[config.mk]
export PLATFORM = sky130hd
export DESIGN_NAME = arp_responder_peer_learn
export DESIGN_NICKNAME = d
export VERILOG_FILES = /design/src/hdl/arpr_pkg.sv /design/src/hdl/arpr_front.sv /design/src/hdl/arpr_queue.sv /design/src/hdl/arpr_back.sv /design/src/hdl/arp_responder_peer_learn.sv
export SDC_FILE = /design/constraint.sdc
export NUM_CORES = 1
export LEC_CHECK = 0
export BUFFER_PORTS_ARGS = -buffer_cell sky130_fd_sc_hd__buf_4
export CAP_MARGIN = 15
export CORE_ASPECT_RATIO = 0.9
export CORE_UTILIZATION = 37
export CTS_CLUSTER_DIAMETER = 200
export DETAILED_ROUTE_END_ITERATION = 8
export PLACE_DENSITY = 0.53
export SKIP_LAST_GASP = 1
export SLEW_MARGIN = 0
export SYNTH_ARGS = -nofsm -noshare
export SYNTH_HDL_FRONTEND = slang
export SYNTH_SLANG_ARGS = --single-unit
[constraint.sdc]
create_clock -name clock -period 28.3 [get_ports clock]
set_input_delay 1.415 -clock clock [delete_from_list [all_inputs] [get_ports clock]]
set_output_delay 1.415 -clock clock [all_outputs]
set_load 0.05 [all_outputs]
[src/hdl/arpr_pkg.sv]
// Shared types, constants and the reply byte layout of the ARP responder.
`timescale 1ns / 1ps
`default_nettype none
package arpr_pkg;

   localparam int ARP_FRAME_BYTES = 42;
   localparam int QUEUE_DEPTH_DEFAULT = 2;
   localparam int COUNT_W = 6;
   localparam int CSR_INDEX_W = 3;
   localparam int CSR_DATA_W = 48;
   localparam int RSP_TDATA_W = 64;

   typedef logic [COUNT_W-1:0] count_type;

   localparam count_type FRAME_BYTES_C = count_type'(ARP_FRAME_BYTES);
   localparam count_type LAST_IDX = FRAME_BYTES_C - 6'd1;

   // Byte offsets of the ARP frame fields, destination MAC at zero.
   localparam count_type OFS_SRC_MAC = 6'd6;
   localparam count_type OFS_MID = 6'd12;
   localparam count_type OFS_OPCODE = 6'd20;
   localparam count_type OFS_SND_MAC = 6'd22;
   localparam count_type OFS_SND_IP = 6'd28;
   localparam count_type OFS_TGT_MAC = 6'd32;
   localparam count_type OFS_TGT_IP = 6'd38;

   localparam logic [15:0] OPCODE_REQUEST = 16'h0001;
   localparam logic [15:0] OPCODE_REPLY = 16'h0002;

   localparam logic [47:0] OWN_MAC_RESET = 48'h0;
   localparam logic [31:0] OWN_IP_RESET = 32'h0A00_0079;
   localparam logic [31:0] PEER_IP_ZERO_RESET = 32'h0A00_006F;
   localparam logic [31:0] PEER_IP_ONE_RESET = 32'h0A00_0065;
   localparam logic [31:0] PEER_IP_TWO_RESET = 32'h0A00_0166;

   typedef enum logic {
      KIND_REPLY = 1'b0,
      KIND_LEARN = 1'b1
   } kind_type;

   typedef enum logic [CSR_INDEX_W-1:0] {
      CSR_OWN_MAC      = 3'd0,
      CSR_OWN_IP       = 3'd1,
      CSR_PEER_IP_ZERO = 3'd2,
      CSR_PEER_IP_ONE  = 3'd3,
      CSR_PEER_IP_TWO  = 3'd4
   } csr_index_type;

   typedef struct packed {
      logic [47:0]      own_mac;
      logic [31:0]      own_ip;
      logic [2:0][31:0] peer_ip;
   } cfg_type;

   typedef struct packed {
      kind_type    kind;
      logic [47:0] src_mac;
      logic [63:0] mid;
      logic [47:0] snd_mac;
      logic [31:0] snd_ip;
      logic [2:0]  hit;
   } cmd_type;

   // Byte idx of the reply frame built from a captured request.
   function automatic logic [7:0] reply_byte(cmd_type cmd, cfg_type cfg, count_type idx);
      count_type  rel;
      logic [7:0] b;
      rel = '0;
      b = '0;
      if (idx < OFS_SRC_MAC) begin
         rel = OFS_SRC_MAC - 6'd1 - idx;
         b = cmd.src_mac[{rel[2:0], 3'b000} +: 8];
      end else if (idx < OFS_MID) begin
         rel = OFS_MID - 6'd1 - idx;
         b = cfg.own_mac[{rel[2:0], 3'b000} +: 8];
      end else if (idx < OFS_OPCODE) begin
         rel = OFS_OPCODE - 6'd1 - idx;
         b = cmd.mid[{rel[2:0], 3'b000} +: 8];
      end else if (idx == OFS_OPCODE) begin
         b = OPCODE_REPLY[15:8];
      end else if (idx < OFS_SND_MAC) begin
         b = OPCODE_REPLY[7:0];
      end else if (idx < OFS_SND_IP) begin
         rel = OFS_SND_IP - 6'd1 - idx;
         b = cfg.own_mac[{rel[2:0], 3'b000} +: 8];
      end else if (idx < OFS_TGT_MAC) begin
         rel = OFS_TGT_MAC - 6'd1 - idx;
         b = cfg.own_ip[{rel[1:0], 3'b000} +: 8];
      end else if (idx < OFS_TGT_IP) begin
         rel = OFS_TGT_IP - 6'd1 - idx;
         b = cmd.snd_mac[{rel[2:0], 3'b000} +: 8];
      end else begin
         rel = LAST_IDX - idx;
         b = cmd.snd_ip[{rel[1:0], 3'b000} +: 8];
      end
      return b;
   endfunction

endpackage
`default_nettype wire

[src/hdl/arpr_front.sv]
// Receive side: captures ARP fields byte by byte and classifies the finished frame.
`timescale 1ns / 1ps
`default_nettype none
module arpr_front import arpr_pkg::*; (
   input  wire logic    clock,
   input  wire logic    reset,
   input  wire logic    req_tvalid,
   output logic         req_tready,
   input  wire logic [7:0] req_tdata,
   input  wire logic    req_tlast,
   input  wire cfg_type cfg,
   output logic         push_valid,
   output cmd_type      push_cmd,
   input  wire logic    push_ready
);

   count_type   count_ff;
   logic        done_ff;
   logic        full_ff;
   logic [47:0] src_mac_ff;
   logic [63:0] mid_ff;
   logic [15:0] opcode_ff;
   logic [47:0] snd_mac_ff;
   logic [31:0] snd_ip_ff;
   logic [31:0] tgt_ip_ff;

   logic       accept;
   logic [2:0] hit;
   logic       target_ok;
   logic       is_request;
   logic       is_learn;

   assign req_tready = !done_ff;
   assign accept = req_tvalid && req_tready;

   always_ff @(posedge clock) begin
      if (reset) begin
         count_ff <= '0;
         done_ff <= 1'b0;
         full_ff <= 1'b0;
      end else begin
         if (accept) begin
            if (req_tlast) begin
               count_ff <= '0;
               done_ff <= 1'b1;
               full_ff <= (count_ff >= LAST_IDX);
            end else if (count_ff < FRAME_BYTES_C) begin
               count_ff <= count_ff + 6'd1;
            end
         end else if (done_ff && (!push_valid || push_ready)) begin
            done_ff <= 1'b0;
         end
      end
   end

   // Each captured field shifts in while the byte counter walks over its offsets.
   always_ff @(posedge clock) begin
      if (accept) begin
         if (count_ff >= OFS_SRC_MAC && count_ff < OFS_MID) begin
            src_mac_ff <= {src_mac_ff[39:0], req_tdata};
         end
         if (count_ff >= OFS_MID && count_ff < OFS_OPCODE) begin
            mid_ff <= {mid_ff[55:0], req_tdata};
         end
         if (count_ff >= OFS_OPCODE && count_ff < OFS_SND_MAC) begin
            opcode_ff <= {opcode_ff[7:0], req_tdata};
         end
         if (count_ff >= OFS_SND_MAC && count_ff < OFS_SND_IP) begin
            snd_mac_ff <= {snd_mac_ff[39:0], req_tdata};
         end
         if (count_ff >= OFS_SND_IP && count_ff < OFS_TGT_MAC) begin
            snd_ip_ff <= {snd_ip_ff[23:0], req_tdata};
         end
         if (count_ff >= OFS_TGT_IP && count_ff < FRAME_BYTES_C) begin
            tgt_ip_ff <= {tgt_ip_ff[23:0], req_tdata};
         end
      end
   end

   always_comb begin
      hit[0] = (snd_ip_ff == cfg.peer_ip[0]);
      hit[1] = (snd_ip_ff == cfg.peer_ip[1]);
      hit[2] = (snd_ip_ff == cfg.peer_ip[2]);
      target_ok = full_ff && (tgt_ip_ff == cfg.own_ip);
      is_request = (opcode_ff == OPCODE_REQUEST);
      is_learn = (opcode_ff == OPCODE_REPLY) && (hit != 3'b000);
      push_valid = done_ff && target_ok && (is_request || is_learn);
      push_cmd.kind = is_request ? KIND_REPLY : KIND_LEARN;
      push_cmd.src_mac = src_mac_ff;
      push_cmd.mid = mid_ff;
      push_cmd.snd_mac = snd_mac_ff;
      push_cmd.snd_ip = snd_ip_ff;
      push_cmd.hit = hit;
   end

endmodule
`default_nettype wire

[src/hdl/arpr_queue.sv]
// Small command queue between the receive side and the result sequencer.
`timescale 1ns / 1ps
`default_nettype none
module arpr_queue import arpr_pkg::*; #(
   parameter int DEPTH = QUEUE_DEPTH_DEFAULT
) (
   input  wire logic    clock,
   input  wire logic    reset,
   input  wire logic    push_valid,
   input  wire cmd_type push_cmd,
   output logic         push_ready,
   output logic         pop_valid,
   output cmd_type      pop_cmd,
   input  wire logic    pop_ready
);

   localparam int PTR_W = (DEPTH > 1) ? $clog2(DEPTH) : 1;
   localparam int CNT_W = $clog2(DEPTH + 1);
   localparam logic [PTR_W-1:0] PTR_LAST = PTR_W'(DEPTH - 1);
   localparam logic [CNT_W-1:0] CNT_FULL = CNT_W'(DEPTH);

   cmd_type          entry_ff [DEPTH];
   logic [PTR_W-1:0] wr_ptr_ff;
   logic [PTR_W-1:0] rd_ptr_ff;
   logic [CNT_W-1:0] count_ff;

   logic do_push;
   logic do_pop;

   assign push_ready = (count_ff != CNT_FULL);
   assign pop_valid = (count_ff != '0);
   assign pop_cmd = entry_ff[rd_ptr_ff];
   assign do_push = push_valid && push_ready;
   assign do_pop = pop_valid && pop_ready;

   always_ff @(posedge clock) begin
      if (reset) begin
         wr_ptr_ff <= '0;
         rd_ptr_ff <= '0;
         count_ff <= '0;
      end else begin
         if (do_push) begin
            wr_ptr_ff <= (wr_ptr_ff == PTR_LAST) ? '0 : wr_ptr_ff + 1'b1;
         end
         if (do_pop) begin
            rd_ptr_ff <= (rd_ptr_ff == PTR_LAST) ? '0 : rd_ptr_ff + 1'b1;
         end
         if (do_push && !do_pop) begin
            count_ff <= count_ff + 1'b1;
         end else if (do_pop && !do_push) begin
            count_ff <= count_ff - 1'b1;
         end
      end
   end

   always_ff @(posedge clock) begin
      if (do_push) begin
         entry_ff[wr_ptr_ff] <= push_cmd;
      end
   end

endmodule
`default_nettype wire

[src/hdl/arpr_back.sv]
// Result sequencer: walks a command out as reply bytes or one learn result.
`timescale 1ns / 1ps
`default_nettype none
module arpr_back import arpr_pkg::*; (
   input  wire logic    clock,
   input  wire logic    reset,
   input  wire cfg_type cfg,
   input  wire logic    pop_valid,
   input  wire cmd_type pop_cmd,
   output logic         pop_ready,
   output logic         rsp_tvalid,
   input  wire logic    rsp_tready,
   output logic [RSP_TDATA_W-1:0] rsp_tdata,
   output logic         rsp_tuser,
   output logic         rsp_tlast
);

   count_type               idx_ff;
   logic                    rsp_valid_ff;
   logic [RSP_TDATA_W-1:0]  rsp_data_ff;
   logic                    rsp_user_ff;
   logic                    rsp_last_ff;

   logic                    slot_free;
   logic                    fire;
   logic                    cmd_end;
   logic [7:0]              next_byte;
   logic [2:0]              next_hit;
   logic [47:0]             next_mac;

   assign slot_free = !rsp_valid_ff || rsp_tready;
   assign fire = pop_valid && slot_free;
   assign cmd_end = (pop_cmd.kind == KIND_LEARN) || (idx_ff == LAST_IDX);
   assign pop_ready = fire && cmd_end;

   always_comb begin
      if (pop_cmd.kind == KIND_LEARN) begin
         next_byte = 8'h00;
         next_hit = pop_cmd.hit;
         next_mac = pop_cmd.snd_mac;
      end else begin
         next_byte = reply_byte(pop_cmd, cfg, idx_ff);
         next_hit = 3'b000;
         next_mac = 48'h0;
      end
   end

   always_ff @(posedge clock) begin
      if (reset) begin
         idx_ff <= '0;
         rsp_valid_ff <= 1'b0;
      end else begin
         if (fire) begin
            idx_ff <= cmd_end ? '0 : idx_ff + 6'd1;
            rsp_valid_ff <= 1'b1;
         end else if (rsp_tready) begin
            rsp_valid_ff <= 1'b0;
         end
      end
   end

   always_ff @(posedge clock) begin
      if (fire) begin
         rsp_data_ff <= {5'b00000, next_mac, next_hit, next_byte};
         rsp_user_ff <= pop_cmd.kind;
         rsp_last_ff <= cmd_end;
      end
   end

   assign rsp_tvalid = rsp_valid_ff;
   assign rsp_tdata = rsp_data_ff;
   assign rsp_tuser = rsp_user_ff;
   assign rsp_tlast = rsp_last_ff;

endmodule
`default_nettype wire

[src/hdl/arp_responder_peer_learn.sv]
// Top level of the ARP responder with peer learning: registers and the two halves.
//
// Channel  Dir  Handshake          Payload
// req      in   req_tvalid/tready  tdata[7:0] rx_byte, tlast rx_last
// rsp      out  rsp_tvalid/tready  tdata[7:0] tx_byte, [10:8] peer_hit,
//                                  [58:11] learned_mac; tuser result_kind; tlast tx_last
// csr      in   csr_valid/ready    csr_index register, csr_data value
//
// Bytes are taken one per cycle while req_tready is high; after the last byte of each
// frame the receive side drops req_tready while it checks the frame, and holds it low
// while a command for that frame waits on a full command queue.
// Results go out one per cycle unless stalled; a reply is 42 results, a learn is one.
// The command queue lets a new frame come in while a reply is still going out.
// Reset is synchronous; there is no clearing pass after it.
`timescale 1ns / 1ps
`default_nettype none
module arp_responder_peer_learn import arpr_pkg::*; #(
   parameter int QUEUE_DEPTH = QUEUE_DEPTH_DEFAULT
) (
   input  wire logic                    clock,
   input  wire logic                    reset,
   input  wire logic                    req_tvalid,
   output logic                         req_tready,
   input  wire logic [7:0]              req_tdata,   // [7:0] rx_byte
   input  wire logic                    req_tlast,
   output logic                         rsp_tvalid,
   input  wire logic                    rsp_tready,
   output logic [RSP_TDATA_W-1:0]       rsp_tdata,   // [7:0] tx_byte, [10:8] peer_hit,
                                                     // [58:11] learned_mac, rest zero
   output logic                         rsp_tuser,   // [0] result_kind
   output logic                         rsp_tlast,
   input  wire logic                    csr_valid,
   output logic                         csr_ready,
   input  wire logic [CSR_INDEX_W-1:0]  csr_index,
   input  wire logic [CSR_DATA_W-1:0]   csr_data
);

   cfg_type cfg_ff;
   cmd_type push_cmd;
   cmd_type pop_cmd;
   logic    push_valid;
   logic    push_ready;
   logic    pop_valid;
   logic    pop_ready;

   assign csr_ready = 1'b1;

   always_ff @(posedge clock) begin
      if (reset) begin
         cfg_ff.own_mac <= OWN_MAC_RESET;
         cfg_ff.own_ip <= OWN_IP_RESET;
         cfg_ff.peer_ip[0] <= PEER_IP_ZERO_RESET;
         cfg_ff.peer_ip[1] <= PEER_IP_ONE_RESET;
         cfg_ff.peer_ip[2] <= PEER_IP_TWO_RESET;
      end else if (csr_valid && csr_ready) begin
         unique case (csr_index_type'(csr_index))
            CSR_OWN_MAC:      cfg_ff.own_mac <= csr_data;
            CSR_OWN_IP:       cfg_ff.own_ip <= csr_data[31:0];
            CSR_PEER_IP_ZERO: cfg_ff.peer_ip[0] <= csr_data[31:0];
            CSR_PEER_IP_ONE:  cfg_ff.peer_ip[1] <= csr_data[31:0];
            CSR_PEER_IP_TWO:  cfg_ff.peer_ip[2] <= csr_data[31:0];
            default: begin
            end
         endcase
      end
   end

   arpr_front u_front (
      .clock      (clock),
      .reset      (reset),
      .req_tvalid (req_tvalid),
      .req_tready (req_tready),
      .req_tdata  (req_tdata),
      .req_tlast  (req_tlast),
      .cfg        (cfg_ff),
      .push_valid (push_valid),
      .push_cmd   (push_cmd),
      .push_ready (push_ready)
   );

   arpr_queue #(
      .DEPTH (QUEUE_DEPTH)
   ) u_queue (
      .clock      (clock),
      .reset      (reset),
      .push_valid (push_valid),
      .push_cmd   (push_cmd),
      .push_ready (push_ready),
      .pop_valid  (pop_valid),
      .pop_cmd    (pop_cmd),
      .pop_ready  (pop_ready)
   );

   arpr_back u_back (
      .clock      (clock),
      .reset      (reset),
      .cfg        (cfg_ff),
      .pop_valid  (pop_valid),
      .pop_cmd    (pop_cmd),
      .pop_ready  (pop_ready),
      .rsp_tvalid (rsp_tvalid),
      .rsp_tready (rsp_tready),
      .rsp_tdata  (rsp_tdata),
      .rsp_tuser  (rsp_tuser),
      .rsp_tlast  (rsp_tlast)
   );

endmodule
`default_nettype wire

# After elaboration in Yosys (flattened, before gate mapping)
# Memories as Yosys holds them, arrays and structs flattened. A register that Yosys moved wholly into a read port is not among the register bits.
# Cells that the tools add are included.
# word_totals
reg_bits	496
ram_bits	392
in_bits	65
output_inout_bits	69
word_cells	151
memories	1
# mem_list
memory	depth	word_bits	rd	rd_clocked_by_memory_dff	wr	line_no	source
u_queue.entry_ff	2	196	1	1	1	arpr_queue.sv:22	cmd_type entry_ff [DEPTH];
# op_classes
add_sub_neg	13
magnitude_cmp	20
eq_ne	14
n_shift	7
mux	25
reduce_logical	48
# ops
operator	n
variable part select 48 x 7 -> 8 bit	4
== test 32 bit	4
2-to-1 mux 8 bit	8
variable part select 32 x 6 -> 8 bit	2
variable part select 64 x 7 -> 8 bit	1
< comparator 6 x 5 -> 1 bit (second input constant)	6
AND reduction 2 bit	14
< comparator 6 bit (second input constant)	4
>= comparator 6 x 5 -> 1 bit (second input constant)	3
logical AND 1 bit	18
2-to-1 mux 6 bit	3
== test 16 x 1 -> 1 bit (second input constant)	1
== test 16 x 2 -> 1 bit (second input constant)	1
adder 6 x 1 -> 6 bit (second input constant)	2
>= comparator 6 bit (second input constant)	2
< comparator 6 x 4 -> 1 bit (second input constant)	2
2-to-1 mux 1 bit	12
nonzero test 2 bit	5
subtractor 2 x 3 -> 3 bit (first input constant)	3
== test 3 x 2 -> 1 bit (second input constant)	2
== test 6 x 5 -> 1 bit (second input constant)	1
== test 6 bit (second input constant)	1
>= comparator 6 x 3 -> 1 bit (second input constant)	1
>= comparator 6 x 4 -> 1 bit (second input constant)	1
other kinds (15)	26

# Longest topological paths before layout
# Gate-level depths: netlist of the first run.
# depth
word_depth	10
mapped_depth	14
depth_no_buf	10

# Modules after synthesis
# From an unflattened synthesis of the first run, not the netlist that was laid out.
# unflattened
cells_unflattened	2200
area_unflattened_um2	36308.6
# modules_own_cells
module	n_inst	cells_per_inst	area_per_inst_um2	seq_area_each_um2
arpr_queue	1	634	14943.1	11871.4
arpr_front	1	492	9236.4	7367.1
arp_responder_peer_learn	1	640	6977.9	3523.4
arpr_back	1	434	5151.2	1971.9

# Least setup slack after synthesis of the first run
# OpenSTA, ideal clock, no wires.
# synth_timing
kind	flip-flop to flip-flop
from	register u_front.opcode_ff[3]
to	memory u_queue.entry_ff[0][0] (netlist bit) (enable)
setup_ns	0.778
t_arrival_ns	10.451
required_time_ns	27.522
setup_slack_ns	17.071
path_stages_with_launch	7
n_path_buf	0
synth_period_minus_slack_ns	11.229
cell_sequence	edfxtp_1 > nor4_1 > nand4_1 > or3b_2 > a21boi_0 > a311oi_1 > nor2b_1
# synth_between
elab_chain_len	7
elab_cells_between_ends	8
classes_between	2 x eq/ne; 2 x mux; 4 x reduce/logical
# synth_rtl
item	line_no	source
start, declared	arpr_front.sv:22	logic [15:0] opcode_ff;
start signal, assigned	arpr_front.sv:66	opcode_ff <= {opcode_ff[7:0], req_tdata};
== test 16 x 2 -> 1 bit	arpr_front.sv:86	is_learn = (opcode_ff == OPCODE_REPLY) && (hit != 3'b000);
logical AND 1 bit	arpr_front.sv:86	
logical OR 1 bit *	arpr_front.sv:87	push_valid = done_ff && target_ok && (is_request || is_learn);
logical AND 1 bit *	arpr_front.sv:87	
logical AND 1 bit *	arpr_queue.sv:33	assign do_push = push_valid && push_ready;
net u_queue.do_push	arpr_queue.sv:27	logic do_push;
2-to-1 mux 1 bit *	arpr_queue.sv:57	if (do_push) begin
2-to-1 mux 1 bit (implied by the code) *	arpr_queue.sv:58	entry_ff[wr_ptr_ff] <= push_cmd;
end, declared	arpr_queue.sv:22	
# The timed path passes the listed nets; every way through them passes the cells marked *.

# Worst setup path in the final report of the first run
# layout_timing
from	register u_front.snd_ip_ff[0]
to	memory u_queue.entry_ff[0][159] (netlist bit) (enable)
# layout_between
elab_chain_len	8
elab_cells_between_ends	10
classes_between	3 x eq/ne; 2 x mux; 5 x reduce/logical
# layout_rtl
item	line_no	source
start, declared	arpr_front.sv:24	logic [31:0] snd_ip_ff;
start signal, assigned	arpr_front.sv:72	snd_ip_ff <= {snd_ip_ff[23:0], req_tdata};
== test 32 bit, on equally long branches	arpr_front.sv:81, arpr_front.sv:82, arpr_front.sv:83	
nonzero test 3 bit *	arpr_front.sv:86	
logical AND 1 bit *	arpr_front.sv:86	
logical OR 1 bit *	arpr_front.sv:87	
logical AND 1 bit *	arpr_front.sv:87	
logical AND 1 bit *	arpr_queue.sv:33	
net u_queue.do_push	arpr_queue.sv:27	
2-to-1 mux 1 bit *	arpr_queue.sv:57	
2-to-1 mux 1 bit (implied by the code) *	arpr_queue.sv:58	
# Marked as above.

==> results.cfg, run 1 <==
[pwr]
p_per_area_nw_per_um2 = 67.5
power_uw = 2650
p_leak_uw = 0.0126
peakVddDrop_mv = 0.0430

[cells_and_area]
fillers = 8158
syn_to_final_growth_pct = 15.4
post-route-util = 0.431
instances_no_fill = 3712
final_net_count = 2478
multi_input_area_um2 = 8720
ff_latch_area_um2 = 24700
drive_gt1_frac = 0.168

[worst_setup_path]
path_class = flop to flop
startpoint_type = flop
r2r-start = u_front.snd_ip_ff[0]
max_stage_delay_ps = 820
critical_path_required_ps = 28560
end_kind = flop
path_cells = xnor2_1 > nand4_1 > nor4_1 > a21boi_0 > a311oi_1 > nor2b_4 > buf_4 > buf_4
ff2ff_setup_slack_ps = 23320
crit_buf_inv = 2
critPathArrivalTime_ps = 5240
path_max_fanout = 63
worstReg2RegEnd = u_queue.entry_ff[0][159]
cp_slowest_cell = nor4_1
worst_path_most_repeated_cell = buf_4
r2r_cells = 8
crit_family = buffers and inverters

[logic_synthesis]
yosysTopAreaCell = edfxtp_1
yosysTopAreaCellShare = 0.612
seq_area_frac_synth = 0.727
yosysWarnings = 0
avgSynthCellArea_um2 = 15.0
ys_ff_latch = 889
synth_edf_count = 693
synth.most_common_cell = edfxtp_1
synth_cell_types = 63
synth-async-reset-ratio = 0
synth_area_leaders = edfxtp_1 61%, dfxtp_1 12%, mux4_2 6.4%
synth_ff_type = edfxtp_1
yosys-top-cells-count = 693 x edfxtp_1, 421 x nand2_1, 196 x dfxtp_1
synthCells = 2272
synth_area_um2 = 34000

[sta]
worstMarginPinSlew_ps = 1190
post-route-min-period_ps = 4980
slew_violations = 0
tns_ps = 0
hold_viol = 0
clock.fmax_ghz = 0.201
fin_crit_sh = 0.176
slew-limit-headroom = 0.189
setup_viol = 0
fin_ws_ps = 23320
clock-skew-final_ps = 32.3
rsz0062_at_grt = no

[placement]
dp_hpwl_um = 54900
io_buffers = 127
dp_cells = 3540
place_ws_ps = 23330
globalplace.congestion = 0.879

[job]
max_cap_viol_count = 0

[clock_tree]
cts.sinks = 889
ctsHoldBuffers = 0
cts-buffers-inserted = 91
cts-root-buf = clkbuf_16
cts_tree = done
clockBufferDepth = 3
clk_latency_ps = 650
postCtsSetupBuffers = 0
cts_resized = 0
clkSlewWorstSetupHoldPaths_ps = 60
cts_max_level = 3

[route]
wl_per_cell_um = 22.7
drt-pass1-iter-count = 5
viasPerCell = 5.08
finalWirelength_um = 84400
vias = 18900
drc = 0
drt_iter0_markers = 1727
ant_nets = 0

[worst_hold_path]
holdCritStartpoint = u_front.mid_ff[63]
hp-class = flop to flop
min_to = u_queue.entry_ff[1][146]
worstHoldPathCells = 0

[floorplanning]
dieArea_um2 = 93100
core_um2 = 91000
die_y_um = 290
dieWidth_um = 322
start_util = 0.373
rows = 105
io-pin-count = 134

[global_route]
grt_pass1_vias = 18700
grt_pass1_wl_um = 123000
grt_start_max_net_pins = 97
overflow = 0
antenna_found_initial = 11
grt_usage = 0.180

[status]
status = finished clean
==> flip-flops by register name, summed over array words and instances, names as in the netlist, 2 cells and up, named ones only <==
register and cells:
u_queue.count_ff 2, u_front.snd_mac_ff 48, u_back.idx_ff 6, u_front.tgt_ip_ff 32, u_front.src_mac_ff 48, u_front.snd_ip_ff 32, u_front.count_ff 6, cfg_ff 176
u_front.opcode_ff 16, u_queue.entry_ff 392, u_front.mid_ff 64, u_back.rsp_tdata 59
==> where the power goes <==
part	total, µW	internal (µW)	switching (µW)
combinational	48.8	15.8	33.0
sequential	1400	1390	5.60
clock	1200	701	499
==> cell families (layout without fill, tap and decap cells) <==
| family | count (synthesis) | in the layout | share of synthesized area |
|---|---|---|---|
| other cells | 2 | 9 | 0.000221 |
| simple gates | 663 | 663 | 0.0848 |
| xor+xnor | 141 | 141 | 0.0363 |
| compound gates | 263 | 263 | 0.0445 |
| buf+inv | 138 | 341 | 0.0183 |
| flops | 889 | 889 | 0.727 |
| mux | 167 | 167 | 0.0850 |
| fa+ha+maj | 9 | 9 | 0.00331 |
==> layout by cell type, fill, tap and decap left out, drive strengths merged, types with 4 or more instances in the layout <==
master | netlist | final
a2111oi | 6 | 6
a21oi | 176 | 176
a221oi | 7 | 7
a311o | 5 | 5
a31oi | 8 | 8
and2 | 13 | 13
buf | 41 | 158
bufinv | 0 | 9
clkbuf | 82 | 119
clkinv | 1 | 36
conb | 2 | 6
dfxtp | 196 | 196
edfxtp | 693 | 693
ha | 9 | 9
inv | 14 | 18
mux2i | 68 | 68
mux4 | 97 | 97
nand2 | 421 | 421
nand2b | 4 | 4
nand3 | 7 | 7
nand3b | 30 | 30
nand4 | 38 | 38
nor2 | 99 | 99
nor2b | 13 | 13
nor3 | 8 | 8
nor4 | 14 | 14
o21a | 8 | 8
o21ai | 23 | 23
o22ai | 5 | 5
xnor2 | 134 | 134
xor2 | 7 | 7
==> metal layers <==
metal	part of all wire	GRT usage	up-vias
met5	0.00014	0	-
met4	0.023	0.0465	2
met3	0.069	0.0372	124
met2	0.45	0.278	583
met1	0.46	0.259	9491
li1	-	-	8666
==> through the flow <==
stage                     hold WS [ps]  cell area [µm²]
after floorplan                    421            34000
after global placement             423            36200
after detailed placement           429            36200
after CTS                          446            39200
after global routing               452            39200
final                              444            39200
==> final cells by class <==
cell class,count,share of cell area
Antenna cell,3,0.000191
Clock inverter,49,0.0130
Inverter,15,0.00143
Tap cell,1230,0.0392
Multi-Input combinational cell,1249,0.222
Sequential cell,889,0.630
Clock buffer,119,0.0630
Timing Repair Buffer,158,0.0304
==> worst max path at each step <==
stage / startpoint / depth (start not counted) / slack [ps] / to
after floorplan: u_front.opcode_ff[3] / 6 / 17070 / u_queue.entry_ff[0][0]
after global placement: u_front.snd_ip_ff[21] / 8 / 23390 / u_queue.entry_ff[0][122]
after detailed placement: u_front.snd_ip_ff[0] / 8 / 23330 / u_queue.entry_ff[0][88]
after CTS: u_front.snd_ip_ff[0] / 8 / 23340 / u_queue.entry_ff[0][122]
after global routing: u_front.snd_ip_ff[30] / 8 / 23090 / u_queue.entry_ff[0][106]
final: u_front.snd_ip_ff[0] / 8 / 23320 / u_queue.entry_ff[0][159]
==> worst reg2reg max path: cells and delay by family (launching register included) <==
kind                      cells  cell delay, ps
buffers and inverters         2            1490
and+or+nand+nor               3            1460
AOI/OAI and AO/OA             2             820
DFF                           1             530
xor gates and xnor gates      1             220
No activity file was read; power rests on OpenSTA's default activity.
==> run 2: changes to the inputs <==
clock period = 4.7 ns   (was 28.3 ns; I/O delays follow)
==> results.cfg, run 2 (synthesis results as in run 1) <==
[floorplanning]
die_y_um = 290
dieWidth_um = 322
core_um2 = 91000
io-pin-count = 134
rows = 105
start_util = 0.373
dieArea_um2 = 93100

[worst_setup_path]
end_kind = flop
path_max_fanout = 36
critPathArrivalTime_ps = 4220
startpoint_type = flop
crit_family = compound AO/OA/AOI/OAI gates
max_stage_delay_ps = 970
cp_slowest_cell = a2111oi_0
path_class = flop to flop
critical_path_required_ps = 5000
crit_buf_inv = 1
path_cells = buf_12 > mux4_1 > mux4_2 > a2111oi_0 > o22ai_1

[route]
drc = 0
drt_iter0_markers = 1807
finalWirelength_um = 85100
vias = 19300
drt-pass1-iter-count = 6
ant_nets = 0
viasPerCell = 5.09
wl_per_cell_um = 22.5

[global_route]
antenna_found_initial = 9
overflow = 0
grt_pass1_wl_um = 125000
grt_pass1_vias = 19200
grt_start_max_net_pins = 76
grt_usage = 0.183

[clock_tree]
cts_tree = done
postCtsSetupBuffers = 0
cts_resized = 0
cts-buffers-inserted = 92
cts.sinks = 889
clkSlewWorstSetupHoldPaths_ps = 60
cts-root-buf = clkbuf_16
ctsHoldBuffers = 57
clockBufferDepth = 3
clk_latency_ps = 670
cts_max_level = 3

[sta]
clock.fmax_ghz = 0.255
setup_viol = 0
post-route-min-period_ps = 3920
slew-limit-headroom = 0.198
fin_crit_sh = 0.835
worstMarginPinSlew_ps = 1170
clock-skew-final_ps = 32.8
slew_violations = 0
rsz0062_at_grt = no
hold_viol = 0
tns_ps = 0

[pwr]
p_switching_uw = 3280
clkPwrFrac = 0.460
p_sw_frac = 0.202
peakVddDrop_mv = 0.267
comb_power_share = 0.020
seqPwrFrac = 0.520
p_int_uw = 12900
p_leak_uw = 0.0130
p_per_area_nw_per_um2 = 403

[cells_and_area]
most-common-layout-cells = 693 x edfxtp_1, 421 x nand2_1, 193 x dfxtp_1
fin_area_um2 = 40200
mostFrequentLayoutCell = edfxtp_1
reg_top3 = u_queue.entry_ff (392), cfg_ff (176), u_front.mid_ff (64)
drive_gt1_frac = 0.172
final_net_count = 2552
largest_reg_flops = 392
syn_to_final_growth_pct = 18.4
regMostFlops = u_queue.entry_ff

[placement]
placed_area_um2 = 36500
globalplace.congestion = 0.890
io_buffers = 127
dp_hpwl_um = 56500

[job]
max_cap_viol_count = 0

[status]
status = finished clean

[worst_hold_path]
hp-class = primary input to flop
run 2: cell count changes in the layout (fill, tap and decap cells not counted), sizes merged:
| cell | previous run | this run |
|---|---|---|
| bufinv | 9 | 12 |
| buf | 158 | 172 |
| clkbuf | 119 | 118 |
| inv | 18 | 17 |
| dlygate4sd3 | 0 | 57 |
| diode | 3 | 4 |
| clkinv | 36 | 38 |
run 2: power by group through the flow:
stage | clock network, µW | logic (µW) | registers, µW
after floorplan | 0 | 142 | 8590
after global placement | 0 | 284 | 8600
final | 7450 | 325 | 8430
after CTS | 7600 | 325 | 8430
after detailed placement | 0 | 287 | 8600
after global routing | 7880 | 349 | 8430
run 2: path summary, 6_finish.rpt:
check	startpoint	end	slack (ps)	cells past startpoint
worst max-delay path	flop	u_back.rsp_tdata[5]	780	5
worst min register to register	u_front.snd_mac_ff[45]	u_queue.entry_ff[0][80]	440	0
worst max register to register	flop	u_back.rsp_tdata[5]	780	5
worst min-delay path	rsp_tready	u_back.rsp_tvalid	40	3
run 2: tightest hold or removal path: stages:
cell,delay (ps)
buf_4,70
nand2b_1,210
a21oi_1,110
run 2: area by class of cell:
cell class / count / area [µm²]
clock inverter: 53 / 648
sequential: 889 / 24700
fill: 8093 / 50800
timing repair buffer: 231 / 2010
inverter: 15 / 56.3
clock buffer: 116 / 2470
tap: 1230 / 1540
antenna: 4 / 10.0
multi-input combinational: 1249 / 8770
run 2: routing by layer:
metal / routed length [µm] / global-route usage / up-vias / part of all wire
met5: 13 / 0 / - / 0.00015
met4: 2160 / 0.0612 / 2 / 0.025
met3: 5580 / 0.0386 / 126 / 0.065
met2: 38700 / 0.278 / 588 / 0.45
met1: 38700 / 0.262 / 9773 / 0.45
li1: - / - / 8804 / -
run 2: per-stage QoR:
| step | cells | hold slack (ps) | worst slack (ps) | utilization | power, µW |
|---|---|---|---|---|---|
| 2_1_floorplan | 2276 | 334 | -327 | - | 8730 |
| 3_3_place_gp | 3554 | 423 | 744 | 0.401 | 8880 |
| 3_5_place_dp | 3554 | 429 | 820 | 0.401 | 8890 |
| 4_1_cts | 3780 | 5.79 | 786 | 0.442 | 16400 |
| 5_1_grt | 3783 | 36.2 | 662 | 0.442 | 16700 |
| 6_report | 3787 | 41.6 | 776 | 0.442 | 16200 |
